### src/sv/dsv_pkg.sv
// Package for the date string validator: field codes, character constants,
// the parser snapshot and result structs. No dependencies.
package dsv_pkg;

  localparam int CHAR_W  = 8;
  localparam int FLD_W   = 2;
  localparam int CNT_W   = 3;
  localparam int VAL_W   = 7;
  localparam int YDIG_W  = 16;
  localparam int DAY_W   = 5;
  localparam int MONTH_W = 4;
  localparam int YEAR_W  = 14;
  localparam int DIGIT_W = 4;

  localparam logic [FLD_W-1:0] FLD_DAY   = 2'd0;
  localparam logic [FLD_W-1:0] FLD_MONTH = 2'd1;
  localparam logic [FLD_W-1:0] FLD_YEAR  = 2'd2;

  localparam logic [CHAR_W-1:0] CH_SLASH = 8'h2F;
  localparam logic [CHAR_W-1:0] CH_ZERO  = 8'h30;
  localparam logic [CHAR_W-1:0] CH_NINE  = 8'h39;

  localparam logic [CNT_W-1:0] DM_MAX_DIGITS   = 3'd2;
  localparam logic [CNT_W-1:0] YEAR_MAX_DIGITS = 3'd4;
  localparam logic [CNT_W-1:0] YEAR_SHORT      = 3'd2;
  localparam logic [CNT_W-1:0] YEAR_LONG       = 3'd4;

  typedef struct packed {
    logic [FLD_W-1:0]  field_index;
    logic [CNT_W-1:0]  digit_count;
    logic [VAL_W-1:0]  day_value;
    logic [VAL_W-1:0]  month_value;
    logic [YDIG_W-1:0] year_digits;
    logic              format_error;
  } parse_t;

  typedef struct packed {
    logic               date_ok;
    logic [DAY_W-1:0]   day_out;
    logic [MONTH_W-1:0] month_out;
    logic [YEAR_W-1:0]  year_out;
  } result_t;

endpackage

### src/sv/dsv_in_if.sv
// Character channel of the date string validator: valid, ready and payload.
// Depends on dsv_pkg.
interface dsv_in_if;
  import dsv_pkg::*;

  logic              valid;
  logic              ready;
  logic [CHAR_W-1:0] character;
  logic              is_last;

  modport source (output valid, character, is_last, input ready);
  modport sink (input valid, character, is_last, output ready);
endinterface

### src/sv/dsv_out_if.sv
// Result channel of the date string validator: valid, ready and payload.
// Depends on dsv_pkg.
interface dsv_out_if;
  import dsv_pkg::*;

  logic               valid;
  logic               ready;
  logic               date_ok;
  logic [DAY_W-1:0]   day_out;
  logic [MONTH_W-1:0] month_out;
  logic [YEAR_W-1:0]  year_out;

  modport source (output valid, date_ok, day_out, month_out, year_out, input ready);
  modport sink (input valid, date_ok, day_out, month_out, year_out, output ready);
endinterface

### src/sv/dsv_parser.sv
// Character parser: holds the field, digit count, day, month and year digits
// and the sticky format error. Depends on dsv_pkg.
module dsv_parser (
  input  logic                      clk_i,
  input  logic                      rst_ni,
  input  logic                      step_i,
  input  logic                      last_i,
  input  logic [dsv_pkg::CHAR_W-1:0] char_i,
  output dsv_pkg::parse_t           snap_o
);
  import dsv_pkg::*;

  parse_t              st_q;
  parse_t              st_d;
  logic [DIGIT_W-1:0]  digit;
  logic [10:0]         acc;

  assign digit = DIGIT_W'(char_i - CH_ZERO);

  always_comb begin
    st_d = st_q;
    acc  = '0;
    if (char_i == CH_SLASH) begin
      if (st_q.field_index < FLD_YEAR) begin
        if (st_q.digit_count == '0) begin
          st_d.format_error = 1'b1;
        end
        st_d.field_index = st_q.field_index + 1'b1;
        st_d.digit_count = '0;
      end else begin
        st_d.format_error = 1'b1;
      end
    end else if (char_i inside {[CH_ZERO:CH_NINE]}) begin
      if (st_q.field_index < FLD_YEAR) begin
        if (st_q.digit_count >= DM_MAX_DIGITS) begin
          st_d.format_error = 1'b1;
        end else begin
          if (st_q.field_index == FLD_DAY) begin
            acc = 11'(st_q.day_value) * 11'd10 + 11'(digit);
            st_d.day_value = acc[VAL_W-1:0];
          end else begin
            acc = 11'(st_q.month_value) * 11'd10 + 11'(digit);
            st_d.month_value = acc[VAL_W-1:0];
          end
          st_d.digit_count = st_q.digit_count + 1'b1;
        end
      end else begin
        if (st_q.digit_count >= YEAR_MAX_DIGITS) begin
          st_d.format_error = 1'b1;
        end else begin
          st_d.year_digits = {st_q.year_digits[YDIG_W-DIGIT_W-1:0], digit};
          st_d.digit_count = st_q.digit_count + 1'b1;
        end
      end
    end else begin
      st_d.format_error = 1'b1;
    end
  end

  always_ff @(posedge clk_i or negedge rst_ni) begin
    if (!rst_ni) begin
      st_q <= '0;
    end else if (step_i) begin
      st_q <= last_i ? parse_t'('0) : st_d;
    end
  end

  assign snap_o = st_d;

  assert property (@(posedge clk_i) disable iff (!rst_ni)
    step_i && last_i |=> st_q.field_index == FLD_DAY && st_q.digit_count == '0
                         && !st_q.format_error)
    else $error("parser state not cleared after the last character");

  assert property (@(posedge clk_i) disable iff (!rst_ni)
    !step_i |=> $stable(st_q))
    else $error("parser state changed without a transaction");

  assert property (@(posedge clk_i) disable iff (!rst_ni)
    st_q.field_index != 2'd3 && st_q.digit_count <= YEAR_MAX_DIGITS)
    else $error("parser field or digit count out of range");

endmodule

### src/sv/dsv_checker.sv
// Date check: builds the four-digit year and tests the month range and the
// month length with the Gregorian leap rule. Depends on dsv_pkg.
module dsv_checker (
  input  dsv_pkg::parse_t  snap_i,
  output dsv_pkg::result_t res_o
);
  import dsv_pkg::*;

  logic [DIGIT_W-1:0] n0, n1, n2, n3;
  logic               fmt_ok;
  logic [VAL_W-1:0]   cent;
  logic [VAL_W-1:0]   low2;
  logic [YEAR_W-1:0]  year;
  logic               leap;
  logic [DAY_W-1:0]   mlen;
  logic               month_ok;
  logic               day_ok;
  logic               ok;

  assign n0 = snap_i.year_digits[3:0];
  assign n1 = snap_i.year_digits[7:4];
  assign n2 = snap_i.year_digits[11:8];
  assign n3 = snap_i.year_digits[15:12];

  assign fmt_ok = !snap_i.format_error && snap_i.field_index == FLD_YEAR
                  && (snap_i.digit_count == YEAR_SHORT || snap_i.digit_count == YEAR_LONG);

  always_comb begin
    if (snap_i.digit_count == YEAR_SHORT) begin
      cent = (n1 > 4'd2 && n0 > 4'd4) ? 7'd19 : 7'd20;
    end else begin
      cent = VAL_W'(n3) * 7'd10 + VAL_W'(n2);
    end
  end

  assign low2 = VAL_W'(n1) * 7'd10 + VAL_W'(n0);
  assign year = YEAR_W'(cent) * 14'd100 + YEAR_W'(low2);
  assign leap = (low2 != '0 && low2[1:0] == 2'b00)
                || (low2 == '0 && cent[1:0] == 2'b00);

  assign month_ok = snap_i.month_value >= 7'd1 && snap_i.month_value <= 7'd12;

  always_comb begin
    case (snap_i.month_value[MONTH_W-1:0])
      4'd4, 4'd6, 4'd9, 4'd11: mlen = 5'd30;
      4'd2:                    mlen = leap ? 5'd29 : 5'd28;
      default:                 mlen = 5'd31;
    endcase
  end

  assign day_ok = snap_i.day_value >= 7'd1 && snap_i.day_value <= VAL_W'(mlen);
  assign ok     = fmt_ok && month_ok && day_ok;

  always_comb begin
    res_o = '0;
    if (ok) begin
      res_o.date_ok   = 1'b1;
      res_o.day_out   = snap_i.day_value[DAY_W-1:0];
      res_o.month_out = snap_i.month_value[MONTH_W-1:0];
      res_o.year_out  = year;
    end
  end

endmodule

### src/sv/date_string_validator_top.sv
// Date string validator, top level: input register, parser, date check and
// result register. Depends on dsv_pkg, dsv_in_if, dsv_out_if, dsv_parser, dsv_checker.
// The result of a character marked last passes the input register and is then held in the result register.
// Throughput: one character per cycle; the input register and the result register
// decouple the two channels, so a stalled result only blocks a following last character.
// Reset clears the parser state and both valid flags; the block accepts at once.
module date_string_validator_top (
  input  logic      clk_i,
  input  logic      rst_ni,
  dsv_in_if.sink    src_i,
  dsv_out_if.source res_o
);
  import dsv_pkg::*;

  logic              a_valid_q;
  logic [CHAR_W-1:0] a_char_q;
  logic              a_last_q;
  logic              out_free;
  logic              step;
  logic              o_valid_q;
  result_t           o_res_q;
  parse_t            snap;
  result_t           res;

  assign out_free    = !o_valid_q || res_o.ready;
  assign step        = a_valid_q && (!a_last_q || out_free);
  assign src_i.ready = !a_valid_q || step;

  always_ff @(posedge clk_i or negedge rst_ni) begin
    if (!rst_ni) begin
      a_valid_q <= 1'b0;
    end else if (src_i.ready) begin
      a_valid_q <= src_i.valid;
    end
  end

  always_ff @(posedge clk_i) begin
    if (src_i.ready && src_i.valid) begin
      a_char_q <= src_i.character;
      a_last_q <= src_i.is_last;
    end
  end

  dsv_parser u_parser (
    .clk_i  (clk_i),
    .rst_ni (rst_ni),
    .step_i (step),
    .last_i (a_last_q),
    .char_i (a_char_q),
    .snap_o (snap)
  );

  dsv_checker u_checker (
    .snap_i (snap),
    .res_o  (res)
  );

  always_ff @(posedge clk_i or negedge rst_ni) begin
    if (!rst_ni) begin
      o_valid_q <= 1'b0;
    end else if (step && a_last_q) begin
      o_valid_q <= 1'b1;
    end else if (res_o.ready) begin
      o_valid_q <= 1'b0;
    end
  end

  always_ff @(posedge clk_i) begin
    if (step && a_last_q) begin
      o_res_q <= res;
    end
  end

  assign res_o.valid     = o_valid_q;
  assign res_o.date_ok   = o_res_q.date_ok;
  assign res_o.day_out   = o_res_q.day_out;
  assign res_o.month_out = o_res_q.month_out;
  assign res_o.year_out  = o_res_q.year_out;

  assert property (@(posedge clk_i) disable iff (!rst_ni)
    res_o.valid && !res_o.date_ok |-> res_o.day_out == '0 && res_o.month_out == '0
                                      && res_o.year_out == '0)
    else $error("invalid date transaction carries nonzero fields");

  assert property (@(posedge clk_i) disable iff (!rst_ni)
    res_o.valid && res_o.date_ok |-> res_o.month_out >= 4'd1 && res_o.month_out <= 4'd12
                                     && res_o.day_out != '0)
    else $error("valid date transaction with month or day out of range");

  assert property (@(posedge clk_i) disable iff (!rst_ni)
    !src_i.ready |-> a_valid_q && a_last_q && o_valid_q && !res_o.ready)
    else $error("input stalled without a blocked last character");

endmodule
### src/flat_wrapper.sv
// flat-port wrapper written by rule: the top's interface ports become plain ports
module date_string_validator_top_flat import dsv_pkg::*;
  (clk_i, rst_ni, src_i_valid, src_i_character, src_i_is_last, src_i_ready, res_o_valid, res_o_date_ok, res_o_day_out, res_o_month_out, res_o_year_out, res_o_ready);
  dsv_in_if src_i_i ();
  dsv_out_if res_o_i ();
  input  logic clk_i;
  input  logic rst_ni;
  input wire logic [$bits(src_i_i.valid)-1:0] src_i_valid;
  input wire logic [$bits(src_i_i.character)-1:0] src_i_character;
  input wire logic [$bits(src_i_i.is_last)-1:0] src_i_is_last;
  output wire logic [$bits(src_i_i.ready)-1:0] src_i_ready;
  output wire logic [$bits(res_o_i.valid)-1:0] res_o_valid;
  output wire logic [$bits(res_o_i.date_ok)-1:0] res_o_date_ok;
  output wire logic [$bits(res_o_i.day_out)-1:0] res_o_day_out;
  output wire logic [$bits(res_o_i.month_out)-1:0] res_o_month_out;
  output wire logic [$bits(res_o_i.year_out)-1:0] res_o_year_out;
  input wire logic [$bits(res_o_i.ready)-1:0] res_o_ready;
  assign src_i_i.valid = src_i_valid;
  assign src_i_i.character = src_i_character;
  assign src_i_i.is_last = src_i_is_last;
  assign src_i_ready = src_i_i.ready;
  assign res_o_valid = res_o_i.valid;
  assign res_o_date_ok = res_o_i.date_ok;
  assign res_o_day_out = res_o_i.day_out;
  assign res_o_month_out = res_o_i.month_out;
  assign res_o_year_out = res_o_i.year_out;
  assign res_o_i.ready = res_o_ready;
  date_string_validator_top u_core (.clk_i(clk_i), .rst_ni(rst_ni), .src_i(src_i_i), .res_o(res_o_i));
endmodule
### config.mk
export PLATFORM = sky130hd
export DESIGN_NAME = date_string_validator_top_flat
export DESIGN_NICKNAME = d
export VERILOG_FILES = /design/src/sv/dsv_pkg.sv /design/src/sv/dsv_in_if.sv /design/src/sv/dsv_out_if.sv /design/src/sv/dsv_parser.sv /design/src/sv/dsv_checker.sv /design/src/sv/date_string_validator_top.sv /design/src/flat_wrapper.sv
export SDC_FILE = /design/constraint.sdc
export NUM_CORES = 1
export LEC_CHECK = 0
export ABC_AREA = 1
export CORE_ASPECT_RATIO = 0.5
export CORE_MARGIN = 1.5
export CORE_UTILIZATION = 55
export CTS_CLUSTER_SIZE = 8
export DETAILED_ROUTE_END_ITERATION = 7
export DONT_BUFFER_PORTS = 1
export PLACE_DENSITY = 0.73
export SYNTH_ARGS = -nofsm -noshare
export SYNTH_HDL_FRONTEND = slang
export SYNTH_HIERARCHICAL = 1
export SYNTH_SLANG_ARGS = --single-unit
### constraint.sdc
create_clock -name clk_i -period 5.1 [get_ports clk_i]
set_input_delay 0.51 -clock clk_i [delete_from_list [all_inputs] [get_ports clk_i]]
set_output_delay 0.51 -clock clk_i [all_outputs]
set_load 0.05 [all_outputs]
==> results.yml, run 1 <==
outcome:
  status: "completed"
routing:
  dr_total_vias: 5352
  routedWlPerCell_microns: 13.8
  met1_length_microns: 6420
  wl_met2_microns: 6370
  drt_wl_total_microns: 13800
  drt_pass1_iterations: 5
  drt_iter0_markers: 413
  dr_wl_met3_microns: 673
  vias_per_cell: 5.35
  drc: 0
  ant_nets: 0
  routed.top_layer: "met4"
sta:
  finalCriticalPeriod_ns: 4.81
  clock_skew_ns: 0.00816
  hold_viol_final: 0
  maxSlewHeadroom: 0.376
  maxSlewViolCount: 0
  tightest_slew_ns: 0.934
  setup_violations: 0
  timing.final.crit_share: 0.943
  setup_ws_ns: 0.292
  hold_ws_ns: 0.00603
  fmax_mhz: 208
floorplan:
  ios: 39
  die_x_microns: 152
  start_util: 0.582
  rows: 26
  die_h_microns: 77.6
  die_area_sq_um: 11800
  fp.coreArea_sq_um: 10500
clock_tree:
  numCtsBuffers: 9
  clk-insertion-delay-late_ns: 0.34
  htree_levels: 3
  root_buffer: "clkbuf_16"
  cts_max_path_buffers: 2
  cts_sinks: 71
  cts_tree: "built"
  clkTransAtPathRegs_ns: 0.06
worst_setup_path:
  cp_top_family: "adder cells"
  worstPathRequired_ns: 5.20
  cpMaxStageDelayCell: "fa_1"
  path_class: "register to register"
  reg2reg_from: "u_core/a_char_q[6]"
  cp_num_cells: 28
  cp-end-kind: "register"
  max_stage_delay_ns: 0.52
  cp_common_cell: "nand2_1"
  crit_start: "u_core/a_char_q[6]"
  arrival_ns: 4.91
  critPathBufInv: 4
  startpoint_type: "register"
  reg2reg_depth: 28
  worstPathMaxFanout: 6
power:
  power_frac_seq: 0.395
  p_total_uw: 1710
  ir_drop_uv: 148
  swShare: 0.346
  p_clk_frac: 0.357
  p_switching_uw: 591
  pwr-share-comb: 0.248
  p_per_area_nw_per_um2: 254
  p_leak_uw: 0.00353
  cellInternalPower_uw: 1120
synth:
  synth_fa_ha_area_frac: 0.164
  yosysMostFrequentCell: "nand2_1"
  synth_edf_count: 33
  netlist.area_leader.share: 0.162
  yosys_register_bits: 71
  synth-compound-area-share: 0.0973
  synthCells: 840
  synth_top_area_cell: "edfxtp_1"
  yosys_warnings: 6
  synth_area_sq_um: 6120
  synth_mux_area_frac: 0
  synth_area_leaders: "edfxtp_1 16%, dfrtp_1 16%, nand2_1 13%"
  synth_top_family_by_area: "simple AND/OR/NAND/NOR gates"
  synth_ff_type: "dfrtp_1"
  synth_async_sr_flop_share: 0.535
  synth.avg_cell_area_sq_um: 7.28
  synth_common_cells: "220 x nand2_1, 134 x inv_1, 82 x nor2_1, 64 x ha_1, 58 x o21ai_0"
  synth.distinct_cells: 41
  synth-simple-area-share: 0.297
  seq_area_frac_synth: 0.317
  synth_xor_area_frac: 0.0172
  syn_nets: 927
placed_design:
  post-dp-hpwl_microns: 10200
  gp_congestion: 0.844
  port_buffers: 0
  dp_slack_ns: 0.0349
finish:
  area_delta_synth_final_pct: 10.2
  drive_gt1_frac: 0.112
  diodes: 0
  utilization: 0.642
  fin_nets: 942
  fill_cells: 916
global_route:
  grt_usage: 0.241
  grt_max_degree: 39
  antenna_found_initial: 0
  gr-total-overflow: 0
  grt_pass1_wl_microns: 23100
  grt_pass1_vias: 5102
min_path:
  hold_class: "primary input to asynchronous set/reset pin"
job:
  cap_violations: 0
[sequential cells by signal, summed over array words and instances (netlist names)]
register and count:
u_core/u_parser/st_q 36, u_core/res_o.year_out 14, u_core/a_char_q 8, u_core/res_o.day_out 5
u_core/res_o.month_out 4, u_core/a_last_q 1, u_core/a_valid_q 1, u_core/res_o.date_ok 1
u_core/res_o.valid 1
[logic make-up (layout without fill, tap and decap cells)]
| kind of cell | count (synthesis) | in the layout |
|---|---|---|
| compound gates | 113 | 113 |
| xor+xnor | 12 | 12 |
| fa+ha+maj | 74 | 74 |
| buf+inv | 160 | 180 |
| flops | 71 | 71 |
| simple gates | 410 | 410 |
[area by class of cell]
| cell class | instances | area [sq um] | share of cell area |
|---|---|---|---|
| Multi-Input combinational cell | 609 | 3610 | 0.536 |
| Sequential cell | 71 | 1940 | 0.288 |
| Inverter | 141 | 538 | 0.0798 |
| Clock buffer | 9 | 225 | 0.0334 |
| Timing Repair Buffer | 22 | 185 | 0.0275 |
| Tap cell | 140 | 175 | 0.0260 |
| Clock inverter | 7 | 56.3 | 0.00835 |
| Timing Repair inverter | 1 | 5.00 | 0.000742 |
[path summary, 6_finish.rpt]
kind                                             end  slack, ns
min in group clk_i                u_core/a_char_q[0]       0.26
max in group asynchronous   u_core/u_parser/st_q[35]       4.87
setup / recovery           u_core/res_o.year_out[13]       0.29
hold / removal                      u_core/a_valid_q      0.006
setup reg to reg           u_core/res_o.year_out[13]       0.29
hold reg to reg             u_core/u_parser/st_q[30]       0.49
[per-stage QoR]
stage,setup TNS (ns),std cells,cell area [sq um]
2_1_floorplan,0,840,6120
3_3_place_gp,0,972,6250
3_5_place_dp,0,972,6250
4_1_cts,0,989,6550
5_1_grt,-0.0311,1000,6740
6_report,0,1000,6740
[what timing repair did]
item / in CTS / in global routing
hold endpoints to repair: 38 / 0
endpoints found under the setup margin: 0 / 18
buffers inserted: 0 / 10
hold buffers: 1 / 0
resized for setup: 0 / 32
[cell usage in the layout, fill, tap and decap left out, types with 5 or more instances in the layout]
master     synthesis  layout
o21ai_1           20      23
nor2_4             4       6
inv_2              5       6
xor2_1             8       8
nand2_1          220     218
dfrtp_1           38      36
nand3_1           46      46
ha_1              64      58
a21oi_1           24      21
nor2_1            82      81
inv_1            134     132
nand3b_1           8       8
buf_4              6      19
fa_1              10       9
a21oi_2            2       5
o21ai_0           58      53
nor3_1             5       5
nand4_1            7       7
clkbuf_16          0       9
nand2_2           15      16
and2_1            11      11
edfxtp_1          33      33
[power groups by stage]
| stage | Clock (uW) | Combinational [uW] | Sequential, uW |
|---|---|---|---|
| 6_report | 611 | 424 | 675 |
| 5_1_grt | 645 | 482 | 678 |
| 4_1_cts | 616 | 394 | 675 |
| 3_5_place_dp | 0 | 381 | 686 |
| 3_3_place_gp | 0 | 370 | 685 |
| 2_1_floorplan | 0 | 303 | 681 |
[metal layers]
layer / track usage / vias to the layer above
li1: - / 2708
met1: 0.316 / 2470
met2: 0.404 / 143
met3: 0.0508 / 31
met4: 0.0738 / 0
met5: 0 / -
Note: power is estimated with default switching activity, not from simulation.
==> inputs of run 2 (changes only) <==
PLACE_DENSITY = 0.7   (was 0.73)
clock period = 4.8 ns   (was 5.1 ns; I/O delays follow)
==> run 2 against run 1 <==
Clock skew rose by 0.0030 ns. Maximum frequency rose by 4.4%. First-iteration DRC count down 15%. Hold slack better by 0.23 ns. Setup slack got worse by 0.099 ns. Cell area increased by 7.6%. Register-to-register slack worse by 0.099 ns. Global-route usage shrank 0.26 points. Critical path depth is 1 lower. Count of clock-buffer cells in the layout unchanged. Via count increased by 1.4%. Highest routed layer unchanged.
==> results.yml, run 2 (synthesis gave the netlist of run 1 again) <==
floorplan:
  rows: 26
  fp.coreArea_sq_um: 10500
  die_h_microns: 77.6
  start_util: 0.582
  ios: 39
  die_x_microns: 152
  die_area_sq_um: 11800
global_route:
  gr-total-overflow: 0
  grt_usage: 0.239
  grt_max_degree: 39
  antenna_found_initial: 0
  grt_pass1_vias: 4956
  grt_pass1_wl_microns: 22900
finish:
  layout_commonest_cell: "nand2_1"
  fin_nets: 968
  regArea_sq_um: 1940
  drive_gt1_frac: 0.178
  area_delta_synth_final_pct: 18.6
  largest_reg_flops: 36
  multi_input_area_sq_um: 3810
  fill_cells: 852
  top_register: "u_core/u_parser/st_q"
  final_cell_mix: "214 x nand2_1, 122 x inv_1, 81 x nor2_1, 51 x ha_1, 48 x o21ai_0"
  diodes: 0
  utilization: 0.691
routing:
  routedWlPerCell_microns: 13.7
  drc: 0
  drt_wl_total_microns: 14100
  ant_nets: 0
  drt_iter0_markers: 350
  dr_total_vias: 5429
  drt_pass1_iterations: 5
  vias_per_cell: 5.29
worst_setup_path:
  reg2reg_from: "u_core/a_char_q[4]"
  arrival_ns: 4.71
  worstPathMaxFanout: 5
  crit_start: "u_core/a_char_q[4]"
  path_class: "register to register"
  cp-end-kind: "register"
  worstPathRequired_ns: 4.90
  startpoint_type: "register"
  regToRegSetupSlack_ns: 0.19
power:
  p_per_area_nw_per_um2: 294
  p_total_uw: 2130
  cellInternalPower_uw: 1490
  p_clk_frac: 0.421
  power_frac_seq: 0.337
  ir_drop_uv: 185
  swShare: 0.301
  p_switching_uw: 641
  p_leak_uw: 0.00373
  pwr-share-comb: 0.242
clock_tree:
  clk-insertion-delay-late_ns: 0.34
  cts_tree: "built"
  numCtsBuffers: 9
  clkTransAtPathRegs_ns: 0.07
  htree_levels: 3
  root_buffer: "clkbuf_16"
  cts_sinks: 71
  cts_max_path_buffers: 2
sta:
  maxSlewViolCount: 0
  tightest_slew_ns: 0.957
  setup_tns_ns: 0
  timing.final.crit_share: 0.960
  fmax_mhz: 217
  setup_violations: 0
  finalCriticalPeriod_ns: 4.61
  rsz0062_at_grt: "true"
  clock_skew_ns: 0.0111
  maxSlewHeadroom: 0.362
  hold_ws_ns: 0.234
  hold_viol_final: 0
min_path:
  hold_class: "primary input to register"
  holdCritStartpoint: "src_i_character[0]"
job:
  cap_violations: 0
placed_design:
  port_buffers: 0
  post-dp-hpwl_microns: 9940
  gp_congestion: 0.882
outcome:
  status: "completed"
## run 2: cell types whose count changed in the layout (fill, tap and decap cells not counted), sizes merged
cell,before,now
clkinv,3,1
buf,22,46
bufinv,0,5
nand3,47,48
dlygate4sd3,0,1
clkinvlp,4,1
## run 2: power by group through the flow
stage	Clock [uW]	Combinational, uW	Sequential (uW)
2_1_floorplan	0	321	723
3_3_place_gp	0	412	728
3_5_place_dp	0	421	728
4_1_cts	907	446	716
5_1_grt	933	579	720
6_report	898	516	717
## run 2: repair_timing
item / 4_1_cts / 5_1_grt
setup buffers: 2 / 15
pin swaps: 2 / 29
hold buffers: 2 / 0
resized for setup: 11 / 71
cloned: 1 / 1
setup endpoints to repair: 3 / 24
hold endpoints to repair: 38 / 0
## run 2: routing by layer
layer,vias up,part of all wire,global-route usage
li1,2768,-,-
met1,2527,0.48,0.319
met2,108,0.47,0.399
met3,26,0.035,0.0441
met4,0,0.016,0.0670
met5,-,0,0
## run 2: worst max-delay path, cell delays in order, from the launching register on
cell and delay [ns]:
edfxtp_1 0.40, nand2_2 0.11, nor2_4 0.05, nand2_4 0.11
clkinvlp_4 0.20, o21ai_2 0.21, inv_2 0.07, ha_4 0.22
ha_4 0.16, fa_1 0.57, inv_1 0.09, a21oi_2 0.17
nor2_4 0.06, ha_1 0.31, ha_1 0.34, ha_4 0.26
ha_4 0.29, nand2_1 0.07, inv_1 0.05, nand2_1 0.07
nand2_1 0.06, nand2_1 0.08, nand2_2 0.12, nand2_4 0.07
nor2_4 0.10, nand2_1 0.05, nand2_1 0.05, nor2_1 0.03
## run 2: path summary, 6_finish.rpt
path,end,depth (start not counted)
max,u_core/res_o.year_out[13],27
min,u_core/a_char_q[0],0
max reg2reg,u_core/res_o.year_out[13],27
min reg2reg,u_core/u_parser/st_q[23],2
max in group asynchronous,u_core/u_parser/st_q[33],2
min in group asynchronous,u_core/u_parser/st_q[29],2
## run 2: metrics by stage
step                std cells  instance area, sq um  setup slack, ns
floorplan                 840                  6120           0.0393
global placement          989                  6380           0.0886
detailed placement        989                  6380           -0.168
CTS                      1010                  6880           0.0223
global route             1026                  7260           -0.144
finish                   1026                  7260            0.194
## run 2: layout make-up
| type | instances | share of cell area |
|---|---|---|
| Timing Repair Buffer | 47 | 0.0541 |
| Inverter | 141 | 0.0743 |
| Multi-Input combinational cell | 610 | 0.524 |
| Clock buffer | 9 | 0.0310 |
| Timing Repair inverter | 1 | 0.00103 |
| Clock inverter | 7 | 0.0231 |
| Tap cell | 140 | 0.0241 |
| Sequential cell | 71 | 0.268 |
